`src/hdl/text_console_glyph_renderer_assert.svh`:
```
// assertion macros for the text console glyph renderer
// used by text_console_glyph_renderer.sv, no other dependencies
`ifndef TEXT_CONSOLE_GLYPH_RENDERER_ASSERT_SVH
`define TEXT_CONSOLE_GLYPH_RENDERER_ASSERT_SVH

// same-cycle implication, checked outside reset
`define TCGR_ASSERT_IMPLY(label, clk, rst, ante, cons) \
   label: assert property (@(posedge clk) disable iff (rst) (ante) |-> (cons)) \
      else $error("tcgr same-cycle check failed");

// next-cycle implication, checked outside reset
`define TCGR_ASSERT_NEXT(label, clk, rst, ante, cons) \
   label: assert property (@(posedge clk) disable iff (rst) (ante) |=> (cons)) \
      else $error("tcgr next-cycle check failed");

`endif

```
`src/hdl/tcgr_pkg.sv`:
```
// shared types and constants of the text console glyph renderer
// no dependencies; used by tcgr_div and text_console_glyph_renderer
`default_nettype none

package tcgr_pkg;

   // default sizes
   localparam int DEF_MAX_WIDTH   = 4096;
   localparam int DEF_MAX_HEIGHT  = 4096;
   localparam int DEF_GLYPH_ROWS  = 16;
   localparam int DEF_GLYPH_COUNT = 256;

   // field widths
   localparam int CSR_W   = 13;
   localparam int POS_W   = 21;
   localparam int CNT_W   = $clog2(POS_W + 1);
   localparam int COORD_W = 12;
   localparam int ADDR_W  = 12;
   localparam int BYTE_W  = 8;

   // register indexes
   localparam logic IDX_SCREEN_WIDTH  = 1'b0;
   localparam logic IDX_SCREEN_HEIGHT = 1'b1;

   // register reset values
   localparam logic [CSR_W-1:0] RST_SCREEN_WIDTH  = 13'd640;
   localparam logic [CSR_W-1:0] RST_SCREEN_HEIGHT = 13'd480;

   // action codes
   localparam logic ACT_PRINT    = 1'b0;
   localparam logic ACT_GLYPH_WR = 1'b1;

   // result kinds
   localparam logic KIND_ROW   = 1'b0;
   localparam logic KIND_CLEAR = 1'b1;

   // character codes
   localparam logic [7:0] CH_BACKSPACE = 8'h08;
   localparam logic [7:0] CH_NEWLINE   = 8'h0A;
   localparam logic [7:0] CH_RETURN    = 8'h0D;
   localparam logic [7:0] CH_SPACE     = 8'h20;

   typedef enum logic [1:0] {
      ST_IDLE,
      ST_CHECK,
      ST_DIV,
      ST_DRAW
   } tcgr_state_type;

   typedef enum logic [1:0] {
      OP_NEWLINE,
      OP_RETURN,
      OP_BACKSPACE,
      OP_GLYPH
   } tcgr_op_type;

   // divider status back to the sequencer
   typedef struct packed {
      logic             done;
      logic [POS_W-1:0] quot;
      logic [CSR_W-1:0] rem;
   } tcgr_div_res_type;

endpackage

`default_nettype wire

```
`src/hdl/tcgr_div.sv`:
```
// restoring divider, one quotient bit per cycle: cursor position by screen width
// depends on tcgr_pkg
`default_nettype none

module tcgr_div (
   input  wire                            clock,
   input  wire                            reset,
   input  wire                            start,
   input  wire  [tcgr_pkg::POS_W-1:0]     dividend,
   input  wire  [tcgr_pkg::CSR_W-1:0]     divisor,
   output tcgr_pkg::tcgr_div_res_type     res
);

   logic [tcgr_pkg::POS_W-1:0] quo_ff;
   logic [tcgr_pkg::CSR_W-1:0] rem_ff;
   logic [tcgr_pkg::CNT_W-1:0] cnt_ff;
   logic                       done_ff;

   logic [tcgr_pkg::CSR_W:0]   trial;
   logic                       fits;
   logic [tcgr_pkg::CSR_W-1:0] rem_in;

   // one restoring step
   always_comb begin
      trial  = {rem_ff, quo_ff[tcgr_pkg::POS_W-1]};
      fits   = (trial >= {1'b0, divisor});
      rem_in = fits ? tcgr_pkg::CSR_W'(trial - {1'b0, divisor})
                    : trial[tcgr_pkg::CSR_W-1:0];
   end

   // quotient bits shift in behind the dividend
   always_ff @(posedge clock) begin
      if (start) begin
         quo_ff <= dividend;
         rem_ff <= '0;
      end else if (cnt_ff != '0) begin
         quo_ff <= {quo_ff[tcgr_pkg::POS_W-2:0], fits};
         rem_ff <= rem_in;
      end
   end

   // step counter and done pulse
   always_ff @(posedge clock) begin
      if (reset) begin
         cnt_ff  <= '0;
         done_ff <= 1'b0;
      end else begin
         done_ff <= (cnt_ff == tcgr_pkg::CNT_W'(1)) && !start;
         if (start) begin
            cnt_ff <= tcgr_pkg::CNT_W'(tcgr_pkg::POS_W);
         end else if (cnt_ff != '0) begin
            cnt_ff <= cnt_ff - tcgr_pkg::CNT_W'(1);
         end
      end
   end

   assign res.done = done_ff;
   assign res.quot = quo_ff;
   assign res.rem  = rem_ff;

endmodule

`default_nettype wire

```
`config.mk`:
```
export PLATFORM = sky130hd
export DESIGN_NAME = tcgr_div
export DESIGN_NICKNAME = d
export VERILOG_FILES = /design/src/hdl/text_console_glyph_renderer_assert.svh /design/src/hdl/tcgr_pkg.sv /design/src/hdl/tcgr_div.sv
export SDC_FILE = /design/constraint.sdc
export NUM_CORES = 1
export LEC_CHECK = 0
export ABC_CLOCK_PERIOD_IN_PS = 3140
export BUFFER_PORTS_ARGS = -buffer_cell sky130_fd_sc_hd__buf_2
export CAP_MARGIN = 15
export CORE_UTILIZATION = 54
export CTS_BUF_LIST = sky130_fd_sc_hd__clkbuf_4 sky130_fd_sc_hd__clkbuf_8
export DETAILED_ROUTE_END_ITERATION = 8
export PLACE_DENSITY = 0.83
export SLEW_MARGIN = 25
export SYNTH_ARGS = -nofsm -noshare
export SYNTH_HDL_FRONTEND = slang
export SYNTH_SLANG_ARGS = --single-unit
```
`constraint.sdc`:
```
create_clock -name clock -period 3.14 [get_ports clock]
set_input_delay 0.628 -clock clock [delete_from_list [all_inputs] [get_ports clock]]
set_output_delay 0.628 -clock clock [all_outputs]
set_load 0.005 [all_outputs]
```
==> results.json, run 1 <==
{
  "status": "completed",
  "syn_avg_cell_area_um2": 10.0,
  "multi_input_area_um2": 1340,
  "cts_tree": "yes",
  "dieArea_um2": 4880,
  "fin_nets": 369,
  "grt_pass1_wl_um": 8640,
  "synth_top_area_frac": 0.254,
  "vias_per_cell": 5.59,
  "power.internal_mw": 1.49,
  "netlist_instances": 248,
  "p_sw_frac": 0.381,
  "io_buffers": 71,
  "slew_headroom": 0.430,
  "worstReg2RegStart": "quo_ff[20]$_DFFE_PP_",
  "dieWidth_um": 69.9,
  "rsz0062_at_grt": "no",
  "whs_path_depth": 2,
  "fillerInstances": 351,
  "instances_no_fill": 369,
  "final_max_slew_viol_count": 0,
  "reg2reg_slack_ps": 410,
  "row_count": 24,
  "start_util": 0.567,
  "pwr_density_cell_nw_per_um2": 809,
  "tightest_slew_ps": 855,
  "pin_count": 72,
  "syn_area_um2": 2490,
  "crit_fanout": 15,
  "vdd_drop_max_uv": 373,
  "regArea_um2": 1010,
  "cp-start-kind": "flip-flop",
  "yosysSeqAreaShare": 0.406,
  "drc": 0,
  "power.share.sequential": 0.339,
  "core_region_area_um2": 4380,
  "hp-start": "cnt_ff[4]$_SDFFE_PP0P_",
  "cts_max_level": 2,
  "cts_resized": 0,
  "synth_fa_ha_area_frac": 0.0835,
  "synth_top_area_cell": "edfxtp_1",
  "fmax_mhz": 366,
  "root_buffer": "clkbuf_8",
  "power.share.clock": 0.176,
  "grt_pass1_vias": 1956,
  "syn_nets": 301,
  "endpoint_kind": "flip-flop",
  "grt_max_degree": 45,
  "gp_congestion": 0.830,
  "layout_min_cycle_time_ps": 2730,
  "post-route-period-util": 0.870,
  "diodes": 0,
  "p_switching_mw": 0.916,
  "synthXorXnorAreaFrac": 0.0282,
  "min_to": "cnt_ff[4]$_SDFFE_PP0P_",
  "synthFlopType": "edfxtp_1",
  "die_h_um": 69.9,
  "synth_cell_types": 50,
  "clock_latency_ps": 300,
  "cts_buffers": 5,
  "clk_pin_slew_ps": 80,
  "drt-initial-drc-count": 92,
  "netlist_top_cells_area": "edfxtp_1 25%, dfxtp_1 15%, mux2_2 9.1%",
  "grtUsageTotal": 0.221,
  "final-hold-violation-count": 0,
  "synth_compound_area_frac": 0.161,
  "tns_ps": 0,
  "cts_setup_buffers": 0,
  "drv_cap": 0,
  "power_frac_comb": 0.485,
  "routed_wl_um": 5130,
  "total_power_mw": 2.40,
  "async_flop_share": 0,
  "r2r-end": "rem_ff[5]$_SDFFE_PP0P_",
  "clock_sinks": 40,
  "drive_gt1_frac": 0.334,
  "min_path_type": "flip-flop to flip-flop",
  "dp_cells": 361,
  "fin_worst_skew_ps": 7.75,
  "antenna_found_initial": 0,
  "crit_arrival_ps": 2880,
  "vias": 2061,
  "reg2regPathDepth": 10,
  "critical_path_required_ps": 3290,
  "design_area_um2": 2970,
  "synth-simple-area-share": 0.139,
  "synth_top_family_by_area": "compound AO/OA/AOI/OAI gates",
  "hold_buffers": 0,
  "hpwl_um": 3770,
  "yosys_register_bits": 40,
  "placed_cell_area_um2": 2860,
  "layout-area-overhead-vs-synth_pct": 19.5,
  "first_pass_iters": 5,
  "finalSetupViolations": 0,
  "clockBufferDepth": 2,
  "power_leakage_nw": 1.42,
  "grt_overflow": 0,
  "ant_nets": 0,
  "crit_type": "flip-flop to flip-flop",
  "synth_edf_count": 21,
  "hold_ws_ps": 491,
  "ys.warnings.count": 0,
  "wl_per_cell_um": 13.9,
  "synth.mux.area_fraction": 0.127
}
-- worst max-delay path by stage --
stage	from	endpoint	slack, ps	cells after the start
6_report	quo_ff[20]$_DFFE_PP_	rem_ff[5]$_SDFFE_PP0P_	410	10
5_1_grt	quo_ff[20]$_DFFE_PP_	rem_ff[2]$_SDFFE_PP0P_	220	10
4_1_cts	quo_ff[20]$_DFFE_PP_	rem_ff[5]$_SDFFE_PP0P_	430	10
3_5_place_dp	divisor[0]	rem_ff[3]$_SDFFE_PP0P_	200	10
3_3_place_gp	divisor[0]	rem_ff[2]$_SDFFE_PP0P_	280	10
2_1_floorplan	divisor[0]	rem_ff[0]$_SDFFE_PP0P_	540	9
-- worst max-delay path, stage by stage, from the launching register on --
cell and delay (ps):
edfxtp_1 430, inv_1 80, ha_1 180, fa_1 210, and2b_1 200, o22a_1 220, o211ai_1 180, and3_1 520
buf_4 270, mux2i_1 210, a211oi_1 90
-- per-stage QoR --
stage	setup slack (ps)	util
2_1_floorplan	542	-
3_3_place_gp	278	0.653
3_5_place_dp	201	0.653
4_1_cts	426	0.678
5_1_grt	220	0.678
6_report	409	0.678
-- logic make-up (layout without fill, tap and decap cells) --
logic type               Yosys count  in the layout
AO/OA/AOI/OAI                     54             54
XOR/XNOR                           8              8
adder cells (fa/ha/maj)           16             16
buffers and inverters             32            101
flip-flops                        40             40
multiplexers                      29             29
AND/OR/NAND/NOR                   69             69
-- cell type report --
class / count / share of cell area
timing repair buffer: 73 / 0.125
clock inverter: 3 / 0.0143
clock buffer: 5 / 0.0231
tap: 52 / 0.0219
multi-input combinational: 176 / 0.451
sequential: 40 / 0.340
inverter: 20 / 0.0253
-- Yosys cell counts (2+ instances only) --
cell type,count
nor2_1,25
or4_1,2
a2111oi_0,2
dfxtp_1,19
and3_1,3
nand2b_1,5
a211oi_2,2
a21oi_1,17
o211ai_1,2
nand3_1,2
nor2b_1,2
o21ai_0,2
ha_1,15
xor2_1,3
clkbuf_1,8
a211oi_1,11
nor3_1,2
nand3b_1,2
buf_4,2
or3_1,4
a21o_1,4
nand4b_1,2
inv_1,20
mux2_2,20
edfxtp_1,21
xnor2_1,5
a21oi_2,2
mux2i_1,9
nand2_1,14
-- cell usage in the layout, fill, tap and decap left out, types with 3 or more instances in the layout --
cell | netlist | layout
and3_1 | 3 | 3
dfxtp_1 | 19 | 19
or3_1 | 4 | 4
xor2_1 | 3 | 3
edfxtp_1 | 21 | 21
clkbuf_8 | 0 | 5
mux2_2 | 20 | 20
a21o_1 | 4 | 4
a211oi_1 | 11 | 11
buf_2 | 1 | 71
inv_1 | 20 | 20
nand2_1 | 14 | 14
ha_1 | 15 | 15
xnor2_1 | 5 | 5
nand2b_1 | 5 | 5
mux2i_1 | 9 | 9
a21oi_1 | 17 | 17
nor2_1 | 25 | 25
-- power groups by stage --
stage | registers (mW) | clock network, mW | logic, mW
floorplan | 0.814 | 0 | 0.873
global placement | 0.821 | 0 | 1.13
detailed placement | 0.828 | 0 | 1.16
CTS | 0.819 | 0.435 | 1.17
global route | 0.835 | 0.442 | 1.29
finish | 0.815 | 0.423 | 1.17
-- layer usage --
layer	vias up	track usage	part of all wire
met5	-	0	0
met4	0	0.0644	0.012
met3	7	0.0563	0.064
met2	68	0.376	0.49
met1	943	0.278	0.44
li1	1043	-	-
-- state kept, by name (all words and copies together) (netlist names) --
signal / count
quo_ff: 21
done_ff: 1
rem_ff: 13
cnt_ff: 5
(Power assumes the default switching activity.)
==> run 2, diff against run 1 <==
ABC_AREA = 1   (was unset)
CORE_UTILIZATION = 25   (was 54)
PLACE_DENSITY = unset   (was 0.83)
==> run 2 against run 1 <==
  * Cell count rose by 63%
  * Total power barely moved
  * Utilization down 37 points
==> results.json, run 2 <==
{
  "status": "completed",
  "grt_max_degree": 25,
  "tns_ps": 0,
  "netlist_top_cells_area": "edfxtp_1 22%, nand2_1 22%, dfxtp_1 14%",
  "multi_input_area_um2": 1440,
  "die_h_um": 108,
  "crit_type": "flip-flop to flip-flop",
  "vias_per_cell": 4.31,
  "dp_cells": 592,
  "post-route-period-util": 0.725,
  "syn_nets": 446,
  "grt_overflow": 0,
  "r2r-end": "quo_ff[3]$_DFFE_PP_",
  "cts_max_level": 2,
  "synthFlopType": "edfxtp_1",
  "power_leakage_nw": 1.87,
  "critical_path_required_ps": 3070,
  "largest_reg_flops": 21,
  "synth_top_area_cell": "edfxtp_1",
  "diodes": 0,
  "min_to": "done_ff$_SDFF_PP0_",
  "reg2reg_slack_ps": 860,
  "routed_wl_um": 6950,
  "mostFrequentLayoutCell": "nand2_1",
  "rsz0062_at_grt": "no",
  "yosysSeqAreaShare": 0.359,
  "whs_path_depth": 1,
  "fmax_mhz": 439,
  "crit_fanout": 21,
  "async_flop_share": 0,
  "hold_buffers": 0,
  "endpoint_kind": "flip-flop",
  "synth_cell_types": 32,
  "ant_nets": 0,
  "drc": 0,
  "regArea_um2": 1010,
  "yosysMostFrequentCell": "nand2_1",
  "start_util": 0.258,
  "pwr_density_cell_nw_per_um2": 713,
  "reg_top3": "quo_ff (21), rem_ff (13), cnt_ff (5)",
  "cp-start-kind": "flip-flop",
  "grtUsageTotal": 0.127,
  "fin_worst_skew_ps": 12.6,
  "synth_top_area_frac": 0.224,
  "instances_no_fill": 600,
  "vdd_drop_max_uv": 236,
  "layout_min_cycle_time_ps": 2280,
  "cts_buffers": 5,
  "dieArea_um2": 11700,
  "row_count": 38,
  "crit_arrival_ps": 2200,
  "antenna_found_initial": 0,
  "clock_sinks": 40,
  "pin_count": 72,
  "dieWidth_um": 108,
  "hp-start": "cnt_ff[4]$_SDFFE_PP0P_",
  "clock_latency_ps": 300,
  "final-hold-violation-count": 0,
  "core_region_area_um2": 10900,
  "drv_cap": 0,
  "layout-area-overhead-vs-synth_pct": 19.9,
  "cts_tree": "yes",
  "largest_register": "quo_ff",
  "reg2regPathDepth": 8,
  "synthTopCellsByCount": "163 x nand2_1, 65 x inv_1, 21 x edfxtp_1",
  "worstReg2RegStart": "cnt_ff[0]$_SDFFE_PP0P_",
  "final_max_slew_viol_count": 0,
  "io_buffers": 71,
  "hpwl_um": 5350,
  "clk_pin_slew_ps": 90,
  "grt_pass1_wl_um": 11600,
  "drive_gt1_frac": 0.248,
  "gp_congestion": 0.865,
  "ys.warnings.count": 0,
  "clockBufferDepth": 2,
  "cts_setup_buffers": 0,
  "synth_edf_count": 21,
  "fin_nets": 512,
  "netlist_instances": 393,
  "slew_headroom": 0.465,
  "first_pass_iters": 4,
  "yosys_register_bits": 40,
  "wl_per_cell_um": 11.6,
  "finalSetupViolations": 0,
  "min_path_type": "flip-flop to flip-flop",
  "syn_area_um2": 2810,
  "syn_avg_cell_area_um2": 7.16,
  "vias": 2586,
  "grt_pass1_vias": 2465,
  "drt-initial-drc-count": 100,
  "fillerInstances": 1163,
  "root_buffer": "clkbuf_8",
  "final_cell_mix": "163 x nand2_1, 71 x buf_2, 65 x inv_1",
  "cts_resized": 0,
  "tightest_slew_ps": 802
}
## run 2: cell types whose count changed in the layout (fill, tap and decap cells not counted), sizes merged, moves of 3 or more
cell	before	now
or3	4	0
mux2i	9	0
inv	20	74
nand4	1	15
nor2	25	15
and3	3	0
mux2	20	0
a21o	4	0
nand2	14	167
nand3	2	31
nand2b	5	0
a21oi	19	8
a211oi	13	1
## run 2: area by class of cell
cell class              instances  share of cell area
well taps                     140              0.0519
clock inverters                 3              0.0137
repair buffers                 71               0.105
clock buffers                   5              0.0204
multi-input cells             268               0.427
flip-flops and latches         40               0.300
inverters                      73              0.0813
## run 2: critical path, cell delays in order (launching register included)
cell	delay, ps
dfxtp_1	350
inv_1	90
ha_1	220
inv_1	90
nor3_2	40
inv_2	50
or2_1	320
nor2_8	110
inv_1	620
## run 2: cells by family (layout without fill, tap and decap cells)
logic type | after synthesis | in the layout | share of synthesized area
fa+ha+maj | 16 | 16 | 0.0738
compound gates | 13 | 13 | 0.0280
xor+xnor | 7 | 7 | 0.0218
buf+inv | 85 | 152 | 0.128
simple gates | 232 | 232 | 0.389
flops | 40 | 40 | 0.359
## run 2: power by group
part	switching [mW]	internal, mW	total (mW)	leakage (nW)
combinational	0.730	0.440	1.17	1.43
sequential	0.0985	0.678	0.776	0.383
clock	0.217	0.240	0.457	0.0548
## run 2: metal layers
layer  up-vias  track usage  wire, um
li1       1348            -         -
met2        84        0.197      2970
met3         7       0.0374       596
met5         -            0         0
met1      1147        0.170      3300
met4         0       0.0352        89
## run 2: worst max-delay path by stage
stage / from / endpoint / slack (ps) / cells past startpoint
global placement: divisor[6] / rem_ff[12]$_SDFFE_PP0P_ / 760 / 12
CTS: cnt_ff[0]$_SDFFE_PP0P_ / quo_ff[20]$_DFFE_PP_ / 810 / 8
finish: cnt_ff[0]$_SDFFE_PP0P_ / quo_ff[3]$_DFFE_PP_ / 860 / 8
detailed placement: divisor[9] / quo_ff[0]$_DFFE_PP_ / 710 / 11
global route: cnt_ff[0]$_SDFFE_PP0P_ / quo_ff[20]$_DFFE_PP_ / 640 / 8
floorplan: divisor[10] / quo_ff[0]$_DFFE_PP_ / 1120 / 11
## run 2: metrics by stage
step / power (mW) / setup slack [ps] / utilization / hold slack (ps) / instance area (um2)
3_3_place_gp: 1.95 / 759 / 0.299 / 440 / 3260
4_1_cts: 2.44 / 809 / 0.310 / 456 / 3370
2_1_floorplan: 1.67 / 1120 / - / 412 / 2810
5_1_grt: 2.62 / 639 / 0.310 / 509 / 3370
6_report: 2.40 / 862 / 0.310 / 454 / 3370
3_5_place_dp: 1.97 / 705 / 0.299 / 442 / 3260
